===== config.mk =====
export PLATFORM = sky130hd
export DESIGN_NAME = timer_table_engine
export DESIGN_NICKNAME = d
export VERILOG_FILES = /design/src/tte_pkg.sv /design/src/timer_table_engine.sv
export SDC_FILE = /design/constraint.sdc
export NUM_CORES = 2
export LEC_CHECK = 0
export CAP_MARGIN = 20
export CORE_MARGIN = 3
export CORE_UTILIZATION = 55
export CTS_CLUSTER_DIAMETER = 40
export DETAILED_ROUTE_END_ITERATION = 10
export DONT_BUFFER_PORTS = 1
export GPL_ROUTABILITY_DRIVEN = 1
export PLACE_DENSITY = 0.7
export SYNTH_ARGS = -nofsm -noshare
export SYNTH_HDL_FRONTEND = slang
export SYNTH_SLANG_ARGS = --single-unit

===== constraint.sdc =====
create_clock -name clk -period 19.73 [get_ports clk]
set_clock_uncertainty 0.2 [all_clocks]
set_input_delay 3.946 -clock clk [delete_from_list [all_inputs] [get_ports clk]]
set_output_delay 3.946 -clock clk [all_outputs]
set_load 0.02 [all_outputs]

===== src/tte_pkg.sv =====
// Shared types and codes for the timer table engine.
package tte_pkg;

    typedef enum logic [1:0] {
        ACT_ADD    = 2'd0,
        ACT_CANCEL = 2'd1,
        ACT_TICK   = 2'd2,
        ACT_QUERY  = 2'd3
    } action_t;

    typedef enum logic [1:0] {
        ST_OK       = 2'd0,
        ST_FULL     = 2'd1,
        ST_NOTFOUND = 2'd2,
        ST_FIRED    = 2'd3
    } status_t;

    typedef enum logic [2:0] {
        S_IDLE,
        S_SCAN,
        S_FIRE,
        S_EMIT
    } state_t;

    localparam int MAX_FIRE = 16;

endpackage


===== src/timer_table_engine.sv =====
// Timer table engine top level: slot table, scan sequencer and result register.
//
// Usage:
//   Input channel (in_valid/in_stall) carries action, delay_ms, repeat_flag
//   and timer_id. Output channel (out_valid/out_stall) carries status,
//   result_id, alive_flag, periodic_flag and last.
//   One sequencer visits the slots one per cycle through a single compare
//   unit. Add, cancel and query give one result after the item is taken
//   and one scan of the table is done.
//   A tick runs one scan, then for each fired timer a fire step, a new scan,
//   a step to settle the last flag and the hand-out of the result. Up to 16
//   timers fire per tick. The input side stalls while an item is in work or
//   a result waits; the next item can be taken in the cycle after the final
//   result leaves. A stalled output freezes the sequencer with the result
//   held unchanged. Reset clears all valid bits, the time and the id
//   counter; no clearing pass is needed. A tick that fires nothing gives no
//   result.
module timer_table_engine
    import tte_pkg::*;
#(
    parameter int NUM_TIMERS = 16,
    parameter int TIME_WIDTH = 48
)
(
    input  logic        clk,
    input  logic        rst_n,
    input  logic        in_valid,
    output logic        in_stall,
    input  logic [1:0]  action,
    input  logic [31:0] delay_ms,
    input  logic        repeat_flag,
    input  logic [15:0] timer_id,
    output logic        out_valid,
    input  logic        out_stall,
    output logic [1:0]  status,
    output logic [15:0] result_id,
    output logic        alive_flag,
    output logic        periodic_flag,
    output logic        last
);

    localparam int IW = (NUM_TIMERS > 1) ? $clog2(NUM_TIMERS) : 1;
    localparam int CW = $clog2(NUM_TIMERS + 1);
    localparam int FW = $clog2(MAX_FIRE + 1);

    // slot storage
    logic [NUM_TIMERS-1:0] valid_reg;
    logic [NUM_TIMERS-1:0] fired_reg;
    logic [15:0]           ident_mem    [NUM_TIMERS];
    logic [TIME_WIDTH-1:0] expiry_mem   [NUM_TIMERS];
    logic [31:0]           interval_mem [NUM_TIMERS];
    logic                  periodic_mem [NUM_TIMERS];

    state_t                state_reg, state_next;
    logic [TIME_WIDTH-1:0] time_reg;
    logic [15:0]           nid_reg;
    logic [CW-1:0]         cnt_reg;
    logic [FW-1:0]         nfire_reg;
    action_t               act_reg;
    logic [31:0]           delay_reg;
    logic                  rep_reg;
    logic [15:0]           tid_reg;
    logic                  found_reg;
    logic [IW-1:0]         best_reg;
    logic [TIME_WIDTH-1:0] best_exp_reg;

    logic [1:0]  st_reg;
    logic [15:0] rid_reg;
    logic        alive_reg, per_reg, last_reg, ov_reg;
    logic        pend_reg;

    logic [IW-1:0] idx;
    logic          scan_done;
    logic          hit;
    logic          accept;
    logic          fire_done;
    logic          fire_go;

    assign idx       = cnt_reg[IW-1:0];
    assign scan_done = (cnt_reg == CW'(NUM_TIMERS));
    assign accept    = in_valid && !in_stall;
    assign in_stall  = (state_reg != S_IDLE) || ov_reg;

    // burst ends when the scan found nothing or the fire cap is reached
    assign fire_done = !found_reg || (nfire_reg == FW'(MAX_FIRE));
    assign fire_go   = !fire_done && !pend_reg && !ov_reg;

    // per-slot match of the shared compare unit
    always_comb
    begin
        hit = 1'b0;
        if (!scan_done)
        begin
            case (act_reg)
                ACT_ADD:  hit = !valid_reg[idx] && !found_reg;
                ACT_TICK: hit = valid_reg[idx] && !fired_reg[idx]
                                && (expiry_mem[idx] <= time_reg)
                                && (!found_reg || expiry_mem[idx] < best_exp_reg);
                default:  hit = valid_reg[idx] && !found_reg
                                && (ident_mem[idx] == tid_reg);
            endcase
        end
    end

    // next state
    always_comb
    begin
        state_next = state_reg;
        case (state_reg)
            S_IDLE: if (accept) state_next = S_SCAN;
            S_SCAN: if (scan_done) state_next = (act_reg == ACT_TICK) ? S_FIRE : S_EMIT;
            S_FIRE:
            begin
                if (fire_done)
                    state_next = S_IDLE;
                else if (fire_go)
                    state_next = S_SCAN;
            end
            S_EMIT: if (!ov_reg) state_next = S_IDLE;
            default: state_next = S_IDLE;
        endcase
    end

    always_ff @(posedge clk or negedge rst_n)
    begin
        if (!rst_n)
            state_reg <= S_IDLE;
        else
            state_reg <= state_next;
    end

    // control and table update
    always_ff @(posedge clk or negedge rst_n)
    begin
        if (!rst_n)
        begin
            valid_reg <= '0;
            fired_reg <= '0;
            time_reg  <= '0;
            nid_reg   <= '0;
            cnt_reg   <= '0;
            nfire_reg <= '0;
            found_reg <= 1'b0;
            ov_reg    <= 1'b0;
            pend_reg  <= 1'b0;
        end
        else
        begin
            if (out_valid && !out_stall)
                ov_reg <= 1'b0;
            case (state_reg)
                S_IDLE:
                begin
                    if (accept)
                    begin
                        cnt_reg   <= '0;
                        found_reg <= 1'b0;
                        nfire_reg <= '0;
                        fired_reg <= '0;
                        if (action_t'(action) == ACT_TICK)
                            time_reg <= time_reg + 1'b1;
                    end
                end
                S_SCAN:
                begin
                    if (!scan_done)
                        cnt_reg <= cnt_reg + 1'b1;
                    if (hit)
                        found_reg <= 1'b1;
                end
                S_FIRE:
                begin
                    // settle the held result once the next scan is known
                    if (pend_reg)
                        pend_reg <= 1'b0;
                    else if (fire_go)
                    begin
                        ov_reg    <= 1'b1;
                        pend_reg  <= 1'b1;
                        fired_reg[best_reg] <= 1'b1;
                        if (!periodic_mem[best_reg])
                            valid_reg[best_reg] <= 1'b0;
                        nfire_reg <= nfire_reg + 1'b1;
                        found_reg <= 1'b0;
                        cnt_reg   <= '0;
                    end
                end
                S_EMIT:
                begin
                    if (!ov_reg)
                    begin
                        ov_reg <= 1'b1;
                        if (act_reg == ACT_ADD && found_reg)
                        begin
                            valid_reg[best_reg] <= 1'b1;
                            nid_reg <= nid_reg + 1'b1;
                        end
                        if (act_reg == ACT_CANCEL && found_reg)
                            valid_reg[best_reg] <= 1'b0;
                    end
                end
                default: ;
            endcase
        end
    end

    // payload registers
    always_ff @(posedge clk)
    begin
        if (accept)
        begin
            act_reg   <= action_t'(action);
            delay_reg <= delay_ms;
            rep_reg   <= repeat_flag;
            tid_reg   <= timer_id;
        end
        if (state_reg == S_SCAN && hit)
        begin
            best_reg     <= idx;
            best_exp_reg <= expiry_mem[idx];
        end
        if (state_reg == S_FIRE && fire_go)
        begin
            if (periodic_mem[best_reg])
                expiry_mem[best_reg] <= best_exp_reg + TIME_WIDTH'(interval_mem[best_reg]);
            st_reg    <= ST_FIRED;
            rid_reg   <= ident_mem[best_reg];
            alive_reg <= 1'b0;
            per_reg   <= 1'b0;
            last_reg  <= 1'b0;
        end
        // held fired result is last when nothing more will fire
        if (state_reg == S_FIRE && pend_reg)
            last_reg <= fire_done;
        if (state_reg == S_EMIT && !ov_reg)
        begin
            last_reg <= 1'b1;
            case (act_reg)
                ACT_ADD:
                begin
                    alive_reg <= 1'b0;
                    per_reg   <= 1'b0;
                    st_reg    <= found_reg ? ST_OK : ST_FULL;
                    rid_reg   <= found_reg ? nid_reg : 16'd0;
                    if (found_reg)
                    begin
                        ident_mem[best_reg]    <= nid_reg;
                        expiry_mem[best_reg]   <= time_reg + TIME_WIDTH'(delay_reg);
                        interval_mem[best_reg] <= delay_reg;
                        periodic_mem[best_reg] <= rep_reg;
                    end
                end
                ACT_QUERY:
                begin
                    st_reg    <= found_reg ? ST_OK : ST_NOTFOUND;
                    rid_reg   <= tid_reg;
                    alive_reg <= found_reg;
                    per_reg   <= found_reg && periodic_mem[best_reg];
                end
                default:
                begin
                    st_reg    <= found_reg ? ST_OK : ST_NOTFOUND;
                    rid_reg   <= tid_reg;
                    alive_reg <= 1'b0;
                    per_reg   <= 1'b0;
                end
            endcase
        end
    end

    assign out_valid     = ov_reg && !pend_reg;
    assign status        = st_reg;
    assign result_id     = rid_reg;
    assign alive_flag    = alive_reg;
    assign periodic_flag = per_reg;
    assign last          = last_reg;

    // checks
    a_no_accept_busy: assert property (@(posedge clk) disable iff (!rst_n)
        (state_reg != S_IDLE) |-> in_stall) else $error("accept while busy");
    a_fire_cap: assert property (@(posedge clk) disable iff (!rst_n)
        nfire_reg <= FW'(MAX_FIRE)) else $error("too many fired");
    a_cnt_range: assert property (@(posedge clk) disable iff (!rst_n)
        cnt_reg <= CW'(NUM_TIMERS)) else $error("scan counter out of range");
    a_out_hold: assert property (@(posedge clk) disable iff (!rst_n)
        (out_valid && out_stall) |=> (out_valid && $stable(status)
                                      && $stable(result_id) && $stable(last)))
        else $error("stalled result changed");

endmodule

== After elaboration in Yosys (flattened, before gate mapping) ==
Memories as Yosys holds them, arrays and structs flattened. A register that Yosys moved wholly into a read port is not among the register bits.
Index checks and enable logic that the tools add are counted.
W data, S select, Z words.
Storage, ports and cells
  register bits after elaboration: 236
  bits in latches: 0
  memory bits (writable): 1552
  bits in read-only memories: 0
  output and inout bits: 23
  logic and storage cells: 181
  memories kept: 4
Operators by class
  add/sub/neg operators: 6
  multiply operators: 0
  divide/modulo/power cells: 0
  order comparisons: 5
  eq/ne operators: 19
  shifts and indexed selects: 0
  mux-type cells: 74
  bitwise operators: 7
  reduce and logical (&&, ||, !) cells: 45
Memory list
  expiry_mem: depth 16, bits a word 48, rd ports 1, clocked after memory_dff 0, write ports 1, RTL line timer_table_engine.sv:50  | logic [TIME_WIDTH-1:0] expiry_mem [NUM_TIMERS];
  interval_mem: depth 16, bits a word 32, rd ports 1, clocked after memory_dff 1, write ports 1, RTL line timer_table_engine.sv:51  | logic [31:0] interval_mem [NUM_TIMERS];
  ident_mem: depth 16, bits a word 16, rd ports 2, clocked after memory_dff 1, write ports 1, RTL line timer_table_engine.sv:49  | logic [15:0] ident_mem [NUM_TIMERS];
  periodic_mem: depth 16, bits a word 1, rd ports 1, clocked after memory_dff 1, write ports 1, RTL line timer_table_engine.sv:52  | logic periodic_mem [NUM_TIMERS];
Operator list (count)
  $mux W16: 15
  $add A48 B32 Y48: 2
  $pmux W16 S2: 2
  $add A48 B1 Y48 const B: 1
  $le A48 B48 Y1: 1
  $lt A48 B48 Y1: 1
  $mux W48: 1
  $and A16 B16 Y16: 2
  $or A16 B16 Y16: 2
  $mux W5: 6
  $mux W1: 29
  $logic_and A1 B1 Y1: 19
  $add A16 B1 Y16 const B: 1
  $eq A16 B16 Y1: 1
  $ne A2 B2 Y1 const B: 8
  $not A16 Y16: 1
  $mux W3: 5
  $pmux W5 S3: 1
  $reduce_and A5 Y1: 3
  $mux W4: 3
  $pmux W3 S4: 1
  $add A5 B1 Y5 const B: 2
  $eq A5 B5 Y1 const B: 2
  $lt A4 B5 Y1 const B: 2
  other kinds (22): 45

== Longest topological paths before layout ==
  depth after elaboration: 12
  gate-level depth with buffers: 19

== Worst setup path after synthesis ==
Ideal clock, no wire load.
  path kind: register -> register
  start: register with a tool-made name
  end: memory expiry_mem[0][33], data pin
  library setup time: 0.330 ns
  arrival: 5.973 ns
  setup slack: 13.227 ns
  stages on the path, launching flop included: 18
  cell sequence: dfxtp_1 > buf_2 > buf_1 > clkbuf_1 > buf_1 > mux4_2 > mux4_2 > ha_1 > a2111oi_0 > o21ai_0 > a41oi_1 > a2111oi_0 > o21a_1 > a31o_2 > o41ai_4 > nor2_1 > xnor2_1 > o21ai_0
RTL lines (RTL line)
  end: declaration: timer_table_engine.sv:50

==> metrics <==
status=complete, no violations; max-cap viol count=0; CTS tree=yes; asr flop ratio synth=6.20%; Std-Cell Rows=about 140; commonest register cell after synthesis=edfxtp_1; final count of hold timing violations=0; via density per instance=around 6.5; total negative slack=0 ps; DIE HEIGHT=379 um; Post-Syn Instances=4,002; CP top delay family=compound AO/OA/AOI/OAI gates; Regs by FF count=expiry_mem: 768 flops, interval_mem: 512 flops, ident_mem: 256 flops; fin. max-slew vios=0; Reg clk slew, reported paths=60 ps; Die Width=379 um; Final Cycle Share=43.2%; Initial Utilization=55.5%; fin crit period=8520 ps; Total GRT Usage=25.9%; Area Overhead vs Synth=13.3%; reg-to-reg slack, setup=11,210 ps; Largest register FFs=768; dpl cell area=just under 80,000 um^2; Leak=28.9 nW; Net count, final=between 4,000 and 5,000; largest net degree at the start of global routing=roughly 140; Post-CTS Setup Inserts=0; total grt overflow=0; Slowest cell on crit path=buf_4; Worst Path Required=around 20,000 ps; post-synthesis net count=4,224; DRC errors left=0; cell mode on critical path=buf_4; Post-synth EDFFs=1,675; crit path capture type=flip-flop; first-pass GRT wire length=270,000 um; post-DP HPWL=between 90,000 and 100,000 um; Crit Path Class=flip-flop to flip-flop; vias in the first global route=40,579; Hold Path Origin=time_reg[47]; non-filler instance count after layout=6,149; clk buf depth=3; flops & latches, synth=1,791; routed via count=approximately 40,000; Worst path max stage delay=880 ps; total CTS buffers=224; Design Area, Final=86,500 um^2; number of routed nets with antenna violations=0; io pins=between 70 and 80; worst min path class=flip-flop to flip-flop; initial antenna violation count=5; violation count after the first detailed-route iteration=4,642; Least-Margin Pin Slew=1130 ps; Buffers on Ports=0; Crit path arrival time=~8800 ps; setup repair after global routing missed its margin=false; Synth warnings=0; Largest Register=expiry_mem; clk sinks=approximately 1,800; Critical Path Fanout Max=47; Final Wtd Congestion=0.883; crit path launch type=flip-flop; # setup viols final=0; Hold Buf Count CTS=0; RR Endpoint=expiry_mem[7][35]; Worst IR Drop VDD=about 150 uV; die area=around 140,000 um^2; DR pass1 iterations=6; Worst Path Buf+Inv=3; Yosys cell types=80; Worst-Skew Late Latency=860 ps; # H-tree levels=4; Mean Syn Cell Area=around 19 um^2; r2r worst-path depth=16; hold endpoint=time_reg[47]; headroom to the max-slew limit=24.4%; Pwr Density=171 nW/um^2; post-CTS resize count=0; WHS Path Cells=1; synthesized area=76,400 um^2; Core Box Area=~140,000 um^2; Placed Cells=5,704; crit path cell chain=buf_4 -> buf_4 -> buf_4 -> mux4_2 -> mux4_2 -> ha_1 -> o21a_1 -> or2_2 -> a31oi_1 -> a2111oi_0 -> o21a_1 -> a31o_2 -> o41ai_4 -> nor4_1 -> xnor2_1 -> a21oi_1; Fmax=roughly 0.12 GHz; wirelength, routed=182,000 um; # fillers=9,310; sequential share of the synthesized area=69.6%; WL per Instance=29.5 um; share of cells above drive strength 1=25.0%; Clock Root Buffer=clkbuf_16
## kinds of logic after synthesis
kind of cell / Yosys count / share of synthesized area, %
AND/OR/NAND/NOR: 519 / 3.31
adder cells (fa/ha/maj): 167 / 2.75
multiplexers: 611 / 17.1
buffers and inverters: 316 / 1.68
XOR/XNOR: 165 / 1.89
AO/OA/AOI/OAI: 433 / 3.65
flip-flops: 1791 / 69.6
## where the power goes
group | total (mW) | leakage (nW) | internal [mW] | switching [mW]
clock | 4.04 | 3.63 | 2.37 | 1.67
combinational | 5.04 | 8.49 | 2.00 | 3.03
sequential | 5.75 | 16.8 | 5.45 | 0.302
total | 14.8 | 28.9 | 9.82 | 5.00
## cell usage after synthesis, drive strengths merged (4+ instances only)
cell type     n  area, um^2
a2111oi       6        52.6
a211oi       17         128
a21o         55         413
a21oi       144         721
a221oi        7        78.8
a22oi        19         143
a31o          5        43.8
a31oi         8        50.1
and2          8        50.1
and3         17         106
and4          6        52.6
buf          75         380
clkbuf       97         364
dfrtp       111        2780
dfxtp         5         100
edfxtp     1675       50300
ha          165        2060
inv         144         541
mux2         13         161
mux2i        48         480
mux4        550       12400
nand2       124         465
nand2b       17         106
nand3        58         290
nand3b        5        37.5
nand4        31         209
nor2        154         586
nor2b        18         113
nor3         44         220
nor4         14         100
nor4b         4        50.1
o2111ai       4        47.6
o211ai       19         143
o21a         10        75.1
o21ai        82         410
o21bai        9        67.6
o221ai        4        35.0
o22ai        15        93.8
o31ai         7        52.6
or3           5        31.3
xnor2       123        1080
xor2         42         368
## layer usage
layer,up-vias,part of all wire (%),global-route usage [%]
li1,16790,-,-
met1,21140,41,38.3
met2,1892,48,40.6
met3,268,8.5,4.39
met4,0,2.1,6.97
met5,-,0,0
## stage by stage
stage | hold slack, ps | setup WS [ps] | util [%] | power [mW]
finish | 280 | 11210 | 62.9 | 14.8
global route | 302 | 10420 | 62.9 | 15.5
CTS | 276 | 10930 | 62.7 | 14.8
global placement | 262 | 11040 | 57.3 | 10.6
floorplan | 220 | 13230 | - | 9.05
detailed placement | 262 | 10970 | 57.3 | 10.7
## layout by cell type, fill, tap and decap left out, types with 15 or more instances in the layout
cell type and instances:
a211oi_1 17, xor2_1 42, dfrtp_1 107, nand2b_1 17, o22ai_1 15, bufinv_16 17, nand3_1 57, inv_1 142
clkinv_2 24, nor3_1 43, a21o_1 55, buf_4 102, mux4_2 541, inv_6 33, mux2i_1 48, a21oi_1 142
a22oi_1 19, ha_1 165, o21ai_0 79, xnor2_1 123, nand2_1 124, clkbuf_16 225, nand4_1 30, clkinv_4 15
clkbuf_1 30, nor2_4 33, nor2b_1 18, o211ai_1 19, and3_1 16, clkinv_1 25, edfxtp_1 1675, nor2_1 120
clkinvlp_4 15
## cell type report
class | instances | area [um^2] | area share [%]
diodes | 4 | 10.0 | 0.0116
clock buffers | 258 | 5780 | 6.68
clock inverters | 158 | 1710 | 1.98
inverters | 144 | 541 | 0.625
multi-input cells | 1895 | 22200 | 25.7
flip-flops and latches | 1791 | 53200 | 61.5
well taps | 1794 | 2240 | 2.59
repair buffers | 105 | 826 | 0.954
## worst max-delay path by stage
stage	start	to	cells after the start
final	flip-flop	expiry_mem[7][35]	16
after global routing	flip-flop	expiry_mem[6][35]	16
after CTS	flip-flop	expiry_mem[15][45]	16
after detailed placement	flip-flop	expiry_mem[15][45]	16
after global placement	flip-flop	expiry_mem[13][37]	16
after floorplan	flip-flop	expiry_mem[0][33]	17
(Power assumes the default switching activity.)
